### config.mk
export PLATFORM = sky130hd
export DESIGN_NAME = lru_tag_cache_directory_top_flat
export DESIGN_NICKNAME = d
export VERILOG_FILES = /design/src/hw/rtl/ltcd_pkg.sv /design/src/hw/rtl/ltcd_if.sv /design/src/hw/rtl/ltcd_ctrl.sv /design/src/hw/rtl/ltcd_datapath.sv /design/src/hw/rtl/lru_tag_cache_directory_top.sv /design/src/flat_wrapper.sv
export SDC_FILE = /design/constraint.sdc
export NUM_CORES = 2
export LEC_CHECK = 0
export ABC_AREA = 1
export BUFFER_PORTS_ARGS = -buffer_cell sky130_fd_sc_hd__buf_2
export CAP_MARGIN = 20
export CELL_PAD_IN_SITES_DETAIL_PLACEMENT = 1
export CELL_PAD_IN_SITES_GLOBAL_PLACEMENT = 2
export CORE_UTILIZATION = 47
export CTS_BUF_LIST = sky130_fd_sc_hd__clkbuf_8
export CTS_CLUSTER_DIAMETER = 50
export DETAILED_ROUTE_END_ITERATION = 6
export PLACE_DENSITY_LB_ADDON = 0.1
export SLEW_MARGIN = 20
export SYNTH_ARGS = -nofsm -noshare
export SYNTH_HDL_FRONTEND = slang
export SYNTH_SLANG_ARGS = --single-unit
### constraint.sdc
create_clock -name clock -period 5.55 [get_ports clock]
set_input_delay 0.2775 -clock clock [delete_from_list [all_inputs] [get_ports clock]]
set_output_delay 0.2775 -clock clock [all_outputs]
set_load 0.05 [all_outputs]
### src/hw/rtl/ltcd_pkg.sv
// shared constants, codes and types for the lru tag cache directory
package ltcd_pkg;

   // field widths
   localparam int TAG_W   = 64;
   localparam int STAMP_W = 32;
   localparam int CNT_W   = 16;
   localparam int SLOT_W  = 6;
   localparam int FUNC_W  = 2;

   // default directory size
   localparam int NUM_SLOTS_DEFAULT = 36;

   // request function codes, anything else acts as a probe
   localparam logic [FUNC_W-1:0] FUNC_RESOLVE = 2'd0;
   localparam logic [FUNC_W-1:0] FUNC_PROBE   = 2'd1;
   localparam logic [FUNC_W-1:0] FUNC_FILL    = 2'd2;

   // controller states
   typedef enum logic [1:0] {
      ST_IDLE,
      ST_SCAN,
      ST_DRAIN,
      ST_COMMIT
   } ltcd_state_type;

   // controller to datapath commands
   typedef struct packed {
      logic load;
      logic scan;
      logic commit;
   } ltcd_cmd_type;

   // datapath to controller status
   typedef struct packed {
      logic scan_last;
      logic out_free;
   } ltcd_status_type;

endpackage

### src/hw/rtl/ltcd_if.sv
// request and response channel interfaces

interface ltcd_req_if;
   logic                         valid;
   logic                         ready;
   logic [ltcd_pkg::FUNC_W-1:0]  func;
   logic [ltcd_pkg::TAG_W-1:0]   tag;
   logic                         fetch_ok;

   modport source (output valid, func, tag, fetch_ok, input ready);
   modport sink   (input valid, func, tag, fetch_ok, output ready);
endinterface

interface ltcd_rsp_if;
   logic                         valid;
   logic                         ready;
   logic                         hit;
   logic                         known;
   logic [ltcd_pkg::SLOT_W-1:0]  slot;
   logic [ltcd_pkg::CNT_W-1:0]   hit_total;
   logic [ltcd_pkg::CNT_W-1:0]   miss_total;

   modport source (output valid, hit, known, slot, hit_total, miss_total, input ready);
   modport sink   (input valid, hit, known, slot, hit_total, miss_total, output ready);
endinterface

### src/hw/rtl/ltcd_ctrl.sv
// controller state machine: accept, scan the slots, drain, commit
module ltcd_ctrl (
   input  logic                      clock,
   input  logic                      reset,
   input  logic                      req_valid,
   output logic                      req_ready,
   input  ltcd_pkg::ltcd_status_type status,
   output ltcd_pkg::ltcd_cmd_type    cmd
);

   ltcd_pkg::ltcd_state_type state_ff;
   ltcd_pkg::ltcd_state_type state_in;

   // state register
   always_ff @(posedge clock) begin
      if (reset) begin
         state_ff <= ltcd_pkg::ST_IDLE;
      end else begin
         state_ff <= state_in;
      end
   end

   // next state
   always_comb begin
      state_in = state_ff;
      unique case (state_ff)
         ltcd_pkg::ST_IDLE: begin
            if (req_valid) state_in = ltcd_pkg::ST_SCAN;
         end
         ltcd_pkg::ST_SCAN: begin
            if (status.scan_last) state_in = ltcd_pkg::ST_DRAIN;
         end
         ltcd_pkg::ST_DRAIN: begin
            state_in = ltcd_pkg::ST_COMMIT;
         end
         ltcd_pkg::ST_COMMIT: begin
            if (status.out_free) state_in = ltcd_pkg::ST_IDLE;
         end
         default: begin
            state_in = ltcd_pkg::ST_IDLE;
         end
      endcase
   end

   // outputs
   always_comb begin
      req_ready  = 1'b0;
      cmd        = '0;
      unique case (state_ff)
         ltcd_pkg::ST_IDLE: begin
            req_ready = 1'b1;
            cmd.load  = req_valid;
         end
         ltcd_pkg::ST_SCAN: begin
            cmd.scan = 1'b1;
         end
         ltcd_pkg::ST_DRAIN: begin
            cmd = '0;
         end
         ltcd_pkg::ST_COMMIT: begin
            cmd.commit = status.out_free;
         end
         default: begin
            cmd = '0;
         end
      endcase
   end

endmodule

### src/hw/rtl/ltcd_datapath.sv
// datapath: slot memory, scan compare stage, counters and response register
module ltcd_datapath #(
   parameter int NUM_SLOTS = ltcd_pkg::NUM_SLOTS_DEFAULT
) (
   input  logic                         clock,
   input  logic                         reset,
   input  ltcd_pkg::ltcd_cmd_type       cmd,
   output ltcd_pkg::ltcd_status_type    status,
   input  logic [ltcd_pkg::FUNC_W-1:0]  req_func,
   input  logic [ltcd_pkg::TAG_W-1:0]   req_tag,
   input  logic                         req_fetch_ok,
   output logic                         rsp_valid,
   input  logic                         rsp_ready,
   output logic                         rsp_hit,
   output logic                         rsp_known,
   output logic [ltcd_pkg::SLOT_W-1:0]  rsp_slot,
   output logic [ltcd_pkg::CNT_W-1:0]   rsp_hit_total,
   output logic [ltcd_pkg::CNT_W-1:0]   rsp_miss_total
);

   localparam int TAG_W   = ltcd_pkg::TAG_W;
   localparam int STAMP_W = ltcd_pkg::STAMP_W;
   localparam int CNT_W   = ltcd_pkg::CNT_W;
   localparam int SLOT_W  = ltcd_pkg::SLOT_W;
   localparam int FUNC_W  = ltcd_pkg::FUNC_W;
   localparam int IDX_W   = (NUM_SLOTS > 1) ? $clog2(NUM_SLOTS) : 1;
   localparam int WORD_W  = 1 + STAMP_W + TAG_W;
   localparam logic [IDX_W-1:0] LAST_IDX = IDX_W'(NUM_SLOTS - 1);

   // captured transaction
   logic [FUNC_W-1:0]  func_ff;
   logic [TAG_W-1:0]   key_ff;
   logic               ok_ff;

   // slot memory: {failed, stamp, tag}, plus per-slot written bits
   logic [WORD_W-1:0]    mem [NUM_SLOTS];
   logic [NUM_SLOTS-1:0] written_ff;
   logic [NUM_SLOTS-1:0] written_in;

   // scan address and read stage
   logic [IDX_W-1:0]  scan_idx_ff;
   logic [IDX_W-1:0]  scan_idx_in;
   logic [WORD_W-1:0] rd_word_ff;
   logic              rd_written_ff;
   logic [IDX_W-1:0]  rd_idx_ff;
   logic              rd_live_ff;

   // scan results
   logic               found_ff;
   logic               found_in;
   logic [IDX_W-1:0]   found_idx_ff;
   logic [IDX_W-1:0]   found_idx_in;
   logic               found_failed_ff;
   logic               found_failed_in;
   logic               empty_ff;
   logic               empty_in;
   logic [IDX_W-1:0]   empty_idx_ff;
   logic [IDX_W-1:0]   empty_idx_in;
   logic [IDX_W-1:0]   best_idx_ff;
   logic [IDX_W-1:0]   best_idx_in;
   logic [STAMP_W-1:0] best_stamp_ff;
   logic [STAMP_W-1:0] best_stamp_in;

   // persistent state
   logic [STAMP_W-1:0] use_clock_ff;
   logic [STAMP_W-1:0] use_clock_in;
   logic [CNT_W-1:0]   hit_cnt_ff;
   logic [CNT_W-1:0]   hit_cnt_in;
   logic [CNT_W-1:0]   miss_cnt_ff;
   logic [CNT_W-1:0]   miss_cnt_in;

   // response register
   logic               rsp_valid_ff;
   logic               rsp_valid_in;
   logic               rsp_hit_ff;
   logic               rsp_known_ff;
   logic [SLOT_W-1:0]  rsp_slot_ff;

   // compare stage signals
   logic [TAG_W-1:0]   ent_tag;
   logic [STAMP_W-1:0] ent_stamp;
   logic               ent_failed;
   logic               ent_empty;
   logic               ent_match;

   // commit signals
   logic               key_zero;
   logic               is_resolve;
   logic               is_fill;
   logic               res_hit;
   logic               res_miss;
   logic [IDX_W-1:0]   victim;
   logic               wr_en;
   logic [IDX_W-1:0]   wr_addr;
   logic [WORD_W-1:0]  wr_word;
   logic [STAMP_W-1:0] next_stamp;
   logic [IDX_W-1:0]   slot_idx;

   // transaction capture
   always_ff @(posedge clock) begin
      if (cmd.load) begin
         func_ff <= req_func;
         key_ff  <= req_tag;
         ok_ff   <= req_fetch_ok;
      end
   end

   // slot memory write and registered read
   always_ff @(posedge clock) begin
      if (wr_en) begin
         mem[wr_addr] <= wr_word;
      end
      rd_word_ff    <= mem[scan_idx_ff];
      rd_written_ff <= written_ff[scan_idx_ff];
      rd_idx_ff     <= scan_idx_ff;
   end

   // scan address
   always_comb begin
      scan_idx_in = scan_idx_ff;
      if (cmd.load) begin
         scan_idx_in = '0;
      end else if (cmd.scan && scan_idx_ff != LAST_IDX) begin
         scan_idx_in = scan_idx_ff + IDX_W'(1);
      end
   end

   // unwritten slots read as empty with stamp zero
   always_comb begin
      ent_tag    = rd_written_ff ? rd_word_ff[TAG_W-1:0] : '0;
      ent_stamp  = rd_written_ff ? rd_word_ff[TAG_W +: STAMP_W] : '0;
      ent_failed = rd_written_ff & rd_word_ff[WORD_W-1];
      ent_empty  = (ent_tag == '0);
      ent_match  = !ent_empty && (ent_tag == key_ff);
   end

   // lowest match, first empty, lowest stamp with earliest index
   always_comb begin
      found_in        = found_ff;
      found_idx_in    = found_idx_ff;
      found_failed_in = found_failed_ff;
      empty_in        = empty_ff;
      empty_idx_in    = empty_idx_ff;
      best_idx_in     = best_idx_ff;
      best_stamp_in   = best_stamp_ff;
      if (cmd.load) begin
         found_in = 1'b0;
         empty_in = 1'b0;
      end else if (rd_live_ff) begin
         if (!found_ff && ent_match) begin
            found_in        = 1'b1;
            found_idx_in    = rd_idx_ff;
            found_failed_in = ent_failed;
         end
         if (!empty_ff && ent_empty) begin
            empty_in     = 1'b1;
            empty_idx_in = rd_idx_ff;
         end
         if (rd_idx_ff == '0 || ent_stamp < best_stamp_ff) begin
            best_idx_in   = rd_idx_ff;
            best_stamp_in = ent_stamp;
         end
      end
   end

   // commit decode and memory update
   always_comb begin
      key_zero   = (key_ff == '0);
      is_resolve = (func_ff == ltcd_pkg::FUNC_RESOLVE);
      is_fill    = (func_ff == ltcd_pkg::FUNC_FILL);
      res_hit    = is_resolve && !key_zero && found_ff && !found_failed_ff;
      res_miss   = is_resolve && !key_zero && !res_hit;
      victim     = empty_ff ? empty_idx_ff : best_idx_ff;
      next_stamp = use_clock_ff + STAMP_W'(1);
      wr_en      = cmd.commit && (res_hit || is_fill);
      wr_addr    = res_hit ? found_idx_ff : victim;
      wr_word    = {is_fill & ~ok_ff, next_stamp, key_ff};
      if (res_hit) begin
         slot_idx = found_idx_ff;
      end else if (is_fill) begin
         slot_idx = victim;
      end else begin
         slot_idx = '0;
      end
   end

   // persistent state next values
   always_comb begin
      written_in   = written_ff;
      use_clock_in = use_clock_ff;
      hit_cnt_in   = hit_cnt_ff;
      miss_cnt_in  = miss_cnt_ff;
      if (wr_en) begin
         written_in[wr_addr] = 1'b1;
         use_clock_in        = next_stamp;
      end
      if (cmd.commit && res_hit) hit_cnt_in = hit_cnt_ff + CNT_W'(1);
      if (cmd.commit && res_miss) miss_cnt_in = miss_cnt_ff + CNT_W'(1);
   end

   // response valid: set on commit, cleared when taken
   assign rsp_valid_in = cmd.commit | (rsp_valid_ff & ~rsp_ready);

   // control registers
   always_ff @(posedge clock) begin
      if (reset) begin
         written_ff   <= '0;
         scan_idx_ff  <= '0;
         rd_live_ff   <= 1'b0;
         found_ff     <= 1'b0;
         empty_ff     <= 1'b0;
         use_clock_ff <= '0;
         hit_cnt_ff   <= '0;
         miss_cnt_ff  <= '0;
         rsp_valid_ff <= 1'b0;
      end else begin
         written_ff   <= written_in;
         scan_idx_ff  <= scan_idx_in;
         rd_live_ff   <= cmd.scan;
         found_ff     <= found_in;
         empty_ff     <= empty_in;
         use_clock_ff <= use_clock_in;
         hit_cnt_ff   <= hit_cnt_in;
         miss_cnt_ff  <= miss_cnt_in;
         rsp_valid_ff <= rsp_valid_in;
      end
   end

   // scan payload registers
   always_ff @(posedge clock) begin
      found_idx_ff    <= found_idx_in;
      found_failed_ff <= found_failed_in;
      empty_idx_ff    <= empty_idx_in;
      best_idx_ff     <= best_idx_in;
      best_stamp_ff   <= best_stamp_in;
   end

   // response payload
   always_ff @(posedge clock) begin
      if (cmd.commit) begin
         rsp_hit_ff   <= res_hit;
         rsp_known_ff <= key_zero | found_ff;
         rsp_slot_ff  <= SLOT_W'(slot_idx);
      end
   end

   // status and outputs
   assign status.scan_last = (scan_idx_ff == LAST_IDX);
   assign status.out_free  = ~rsp_valid_ff | rsp_ready;

   assign rsp_valid      = rsp_valid_ff;
   assign rsp_hit        = rsp_hit_ff;
   assign rsp_known      = rsp_known_ff;
   assign rsp_slot       = rsp_slot_ff;
   assign rsp_hit_total  = hit_cnt_ff;
   assign rsp_miss_total = miss_cnt_ff;

endmodule

### src/hw/rtl/lru_tag_cache_directory_top.sv
// A transaction accepted in idle is scanned one slot per cycle through the single-read-port slot memory,
// then passes a drain state and a commit state; commit waits while the output register still holds
// an untaken response, so a new transaction is accepted only after the last one has committed.
// A finished response waits in an output register while the next request is accepted.
// Reset: synchronous, active high; clears all slots to empty, stamps, use clock and counters.
module lru_tag_cache_directory_top #(
   parameter int NUM_SLOTS = ltcd_pkg::NUM_SLOTS_DEFAULT
) (
   input  logic       clock,
   input  logic       reset,
   ltcd_req_if.sink   req,
   ltcd_rsp_if.source rsp
);

   ltcd_pkg::ltcd_cmd_type    cmd;
   ltcd_pkg::ltcd_status_type status;

   // sequencing
   ltcd_ctrl u_ctrl (
      .clock     (clock),
      .reset     (reset),
      .req_valid (req.valid),
      .req_ready (req.ready),
      .status    (status),
      .cmd       (cmd)
   );

   // slot storage and result logic
   ltcd_datapath #(
      .NUM_SLOTS (NUM_SLOTS)
   ) u_datapath (
      .clock          (clock),
      .reset          (reset),
      .cmd            (cmd),
      .status         (status),
      .req_func       (req.func),
      .req_tag        (req.tag),
      .req_fetch_ok   (req.fetch_ok),
      .rsp_valid      (rsp.valid),
      .rsp_ready      (rsp.ready),
      .rsp_hit        (rsp.hit),
      .rsp_known      (rsp.known),
      .rsp_slot       (rsp.slot),
      .rsp_hit_total  (rsp.hit_total),
      .rsp_miss_total (rsp.miss_total)
   );

endmodule

### src/flat_wrapper.sv
// flat-port wrapper written by rule: the top's interface ports become plain ports
module lru_tag_cache_directory_top_flat 
#(
   parameter int NUM_SLOTS = ltcd_pkg::NUM_SLOTS_DEFAULT
)
  (clock, reset, req_valid, req_func, req_tag, req_fetch_ok, req_ready, rsp_valid, rsp_hit, rsp_known, rsp_slot, rsp_hit_total, rsp_miss_total, rsp_ready);
  ltcd_req_if req_i ();
  ltcd_rsp_if rsp_i ();
  input  logic clock;
  input  logic reset;
  input wire logic [$bits(req_i.valid)-1:0] req_valid;
  input wire logic [$bits(req_i.func)-1:0] req_func;
  input wire logic [$bits(req_i.tag)-1:0] req_tag;
  input wire logic [$bits(req_i.fetch_ok)-1:0] req_fetch_ok;
  output wire logic [$bits(req_i.ready)-1:0] req_ready;
  output wire logic [$bits(rsp_i.valid)-1:0] rsp_valid;
  output wire logic [$bits(rsp_i.hit)-1:0] rsp_hit;
  output wire logic [$bits(rsp_i.known)-1:0] rsp_known;
  output wire logic [$bits(rsp_i.slot)-1:0] rsp_slot;
  output wire logic [$bits(rsp_i.hit_total)-1:0] rsp_hit_total;
  output wire logic [$bits(rsp_i.miss_total)-1:0] rsp_miss_total;
  input wire logic [$bits(rsp_i.ready)-1:0] rsp_ready;
  assign req_i.valid = req_valid;
  assign req_i.func = req_func;
  assign req_i.tag = req_tag;
  assign req_i.fetch_ok = req_fetch_ok;
  assign req_ready = req_i.ready;
  assign rsp_valid = rsp_i.valid;
  assign rsp_hit = rsp_i.hit;
  assign rsp_known = rsp_i.known;
  assign rsp_slot = rsp_i.slot;
  assign rsp_hit_total = rsp_i.hit_total;
  assign rsp_miss_total = rsp_i.miss_total;
  assign rsp_i.ready = rsp_ready;
  lru_tag_cache_directory_top #(.NUM_SLOTS(NUM_SLOTS)) u_core (.clock(clock), .reset(reset), .req(req_i), .rsp(rsp_i));
endmodule
==> flow_metrics.env <==
export IMPL_status="finished, final reports clean"
export IMPL_clockBufferDepth=4
export IMPL_hold_viol_final=0
export IMPL_cp_start_kind="register"
export IMPL_synth_xor_area_share_pct=0.381
export IMPL_period_needed_ns=4.26
export IMPL_grt_pass1_vias=104000
export IMPL_ys_ff_latch=3834
export IMPL_power_density_nw_per_um2=431
export IMPL_synth_edf_count=3618
export IMPL_grt_util_all_layers_pct=33.3
export IMPL_cts_max_level=6
export IMPL_wire_per_inst_um=32.1
export IMPL_syn2layout_area_growth_pct=13.5
export IMPL_dr_total_vias=102000
export IMPL_fp_dieW_um=565
export IMPL_cts_resized=0
export IMPL_yosys_area_share_simple_pct=9.49
export IMPL_drv_slew=0
export IMPL_crit_end="u_core.u_datapath.mem[6][79]"
export IMPL_grt_max_degree=191
export IMPL_syn_area_per_cell_um2=12.9
export IMPL_max_freq_mhz=235
export IMPL_grtUsageMet2_pct=52.8
export IMPL_power_switching_w=0.0241
export IMPL_cts_root_buf="clkbuf_8"
export IMPL_drtAntennaViolNets=0
export IMPL_worst_slack_ns=1.29
export IMPL_relSlewSlack_pct=22.8
export IMPL_yosysSeqAreaShare_pct=75.8
export IMPL_synth_area_top_cells="edfxtp_1, o21ai_0, nor2_1"
export IMPL_arrival_ns=5.14
export IMPL_register_area_um2=113000
export IMPL_num_fill_cells=31600
export IMPL_period_share_pct=76.7
export IMPL_r2r_end="u_core.u_datapath.mem[6][79]"
export IMPL_synth_largest_area_cell="edfxtp_1"
export IMPL_cts_num_sinks=3834
export IMPL_async_flop_share_pct=0
export IMPL_rows=206
export IMPL_synth_ff_type="edfxtp_1"
export IMPL_ys_types=51
export IMPL_r2r_slack_ns=1.29
export IMPL_synthMuxAreaShare_pct=0
export IMPL_cp_startpoint="u_core.u_datapath.key_ff[15]"
export IMPL_cp_max_fo=48
export IMPL_p_comb_share_pct=20.6
export IMPL_dp_hpwl_um=314000
export IMPL_reg2reg_from="u_core.u_datapath.key_ff[15]"
export IMPL_p_int_w=0.0487
export IMPL_worstSetupPathType="register to register"
export IMPL_vdd_ir_drop_worst_uv=304
export IMPL_wl_um=538000
export IMPL_synth_compound_area_share_pct=11.2
export IMPL_clk_latency_ns=1.23
export IMPL_die_area_um2=319000
export IMPL_drt_iter0_drc=11600
export IMPL_cp_required_ns=6.43
export IMPL_top_usage_layer="met2"
export IMPL_syn_num_nets=11700
export IMPL_synth_top_family_by_area="compound AO/OA/AOI/OAI gates"
export IMPL_io_pins=113
export IMPL_min_path_type="input pin to register"
export IMPL_ff2ff_path_depth=14
export IMPL_setup_violations=0
export IMPL_initial_core_util_pct=47.3
export IMPL_drive_gt1_share_pct=11.0
export IMPL_power_leakage_nw=56.6
export IMPL_drc_errors=0
export IMPL_gp_congestion=0.874
export IMPL_postSynthCellCount=11600
export IMPL_swShare_pct=33.1
export IMPL_synthMostInstantiatedCell="edfxtp_1"
export IMPL_rsz0062_at_grt="false"
export IMPL_first_pass_iters=6
export IMPL_drv_cap=0
export IMPL_vias_per_cell=6.11
export IMPL_clockPowerShare_pct=32.9
export IMPL_p_seq_share_pct=46.5
export IMPL_worst_pin_slew_ns=1.16
export IMPL_post_place_ws_ns=1.34
export IMPL_clkSlewWorstSetupHoldPaths_ns=0.07
export IMPL_setup_tns_ns=0
export IMPL_skew_ns=0.0659
export IMPL_die_height_um=565
export IMPL_synth_top_cell_area_share_pct=72.9
export IMPL_synthTopCellsByCount="edfxtp_1, nor2_1, o21ai_0"
export IMPL_numCtsBuffers=648
export IMPL_syn_area_um2=149000
export IMPL_critPathCaptureType="register"
export IMPL_portBuffers=112
export IMPL_antenna_found_initial=43
export IMPL_synth_warnings=0
export IMPL_met3_usage_pct=5.23
export IMPL_cts_tree="yes"
export IMPL_layout_nets=12100
export IMPL_multi_input_area_um2=32300
export IMPL_overflow=0
export IMPL_postLayoutCoreUtil_pct=53.7
export IMPL_core_area_um2=315000
export IMPL_grt_pass1_wl_um=761000
export IMPL_synth_fa_ha_area_share_pct=0.328
export IMPL_met1_usage_pct=45.9
critical path: stages, from the launching register on:
cell	delay, ns
edfxtp_1	0.66
nor2_1	0.19
nand2_1	0.07
nor2_1	0.10
nand2_1	0.06
nor2_1	0.28
nand2_2	0.33
nand3_4	0.29
nand2_1	0.08
nand2_1	0.12
nand2_1	0.12
nor2_2	0.36
nand2_1	0.25
inv_8	0.57
buf_4	0.38
flip-flops by register name (all words and copies together), names as in the netlist, 2 cells and up:
| register | flops |
|---|---|
| u_core.u_ctrl.state_ff | 2 |
| u_core.u_datapath.best_idx_ff | 6 |
| u_core.u_datapath.best_stamp_ff | 32 |
| u_core.u_datapath.empty_idx_ff | 6 |
| u_core.u_datapath.found_idx_ff | 6 |
| u_core.u_datapath.func_ff | 2 |
| u_core.u_datapath.key_ff | 64 |
| u_core.u_datapath.mem | 3492 |
| u_core.u_datapath.rd_idx_ff | 6 |
| u_core.u_datapath.rd_word_ff | 97 |
| u_core.u_datapath.rsp_hit_total | 16 |
| u_core.u_datapath.rsp_miss_total | 16 |
| u_core.u_datapath.rsp_slot | 6 |
| u_core.u_datapath.scan_idx_ff | 6 |
| u_core.u_datapath.use_clock_ff | 32 |
| u_core.u_datapath.written_ff | 36 |
layer usage:
| metal | part of all wire [%] | vias to the layer above |
|---|---|---|
| li1 | - | 43500 |
| met1 | 41 | 53200 |
| met2 | 47 | 4530 |
| met3 | 7.8 | 928 |
| met4 | 4.3 | 16 |
| met5 | 0.020 | - |
through the flow:
step | area, um^2 | hold WS [ns] | total power (W) | instances
after floorplan | 149000 | 0.362 | 0.0426 | 11600
after global placement | 156000 | 0.427 | 0.0488 | 15400
after detailed placement | 156000 | 0.426 | 0.0492 | 15400
after CTS | 169000 | 0.00556 | 0.0730 | 16700
after global routing | 169000 | 0.0714 | 0.0752 | 16700
final | 169000 | 0.0986 | 0.0728 | 16700
cell families (layout without fill, tap and decap cells):
kind of cell / Yosys count / after routing
other: 0 / 15
buffers and inverters: 992 / 1994
XOR/XNOR: 64 / 64
AND/OR/NAND/NOR: 3553 / 3553
adder cells (fa/ha/maj): 39 / 39
flip-flops: 3834 / 3834
AO/OA/AOI/OAI: 3073 / 3073
cells in the final DEF, fill, tap and decap left out, types with 9 or more instances in the layout:
cell	synthesis	final
inv_6	0	18
o21ai_0	1768	1768
clkinvlp_4	0	19
dlygate4sd3_1	0	129
buf_12	0	78
nand4_1	185	185
xor2_4	0	17
inv_1	238	415
inv_8	0	56
clkinv_1	2	149
edfxtp_1	3618	3618
nor2_4	9	12
nor3_1	24	24
bufinv_16	0	13
a211oi_1	33	33
nor4_1	9	9
o22ai_1	824	824
a2111oi_0	17	14
buf_4	17	256
xor2_1	46	22
nor2_2	10	10
diode_2	0	15
nand2_2	10	12
xnor2_1	17	14
o211ai_1	15	15
nand3_1	85	85
ha_1	39	38
nand2_1	1165	1163
a21oi_1	255	253
o21ai_1	134	134
buf_2	206	112
nor2_1	2043	2040
clkinv_8	0	9
clkinv_2	0	56
dfxtp_1	216	211
clkbuf_8	0	680
worst min-delay path by stage:
stage	startpoint	endpoint	slack, ns	cells after the start
floorplan	u_core.u_datapath.scan_idx_ff[4]	u_core.u_datapath.rd_idx_ff[4]	0.36	0
global placement	u_core.u_datapath.scan_idx_ff[3]	u_core.u_datapath.rd_idx_ff[3]	0.43	0
detailed placement	u_core.u_datapath.scan_idx_ff[3]	u_core.u_datapath.rd_idx_ff[3]	0.43	0
CTS	req_tag[47]	u_core.u_datapath.key_ff[47]	0.006	2
global route	req_tag[50]	u_core.u_datapath.key_ff[50]	0.07	2
finish	req_tag[51]	u_core.u_datapath.key_ff[51]	0.1	2
layout make-up:
cell class,count,area share (%)
sequential,3834,66.8
multi-input combinational,6729,19.1
clock buffer,680,5.53
timing repair buffer,575,3.15
tap,4160,3.08
clock inverter,495,1.57
inverter,244,0.729
antenna,15,0.0222
power groups by stage:
| stage | registers, W | logic [W] | clock network [W] |
|---|---|---|---|
| finish | 0.0338 | 0.0150 | 0.0240 |
| global route | 0.0338 | 0.0160 | 0.0254 |
| CTS | 0.0338 | 0.0149 | 0.0243 |
| detailed placement | 0.0344 | 0.0148 | 0 |
| global placement | 0.0344 | 0.0144 | 0 |
| floorplan | 0.0344 | 0.00815 | 0 |
repair_timing:
item | in CTS | in global routing
setup buffers | 0 | 0
hold buffers | 129 | 0
endpoints found under the hold margin | 219 | 0
(Power assumes the default switching activity.)
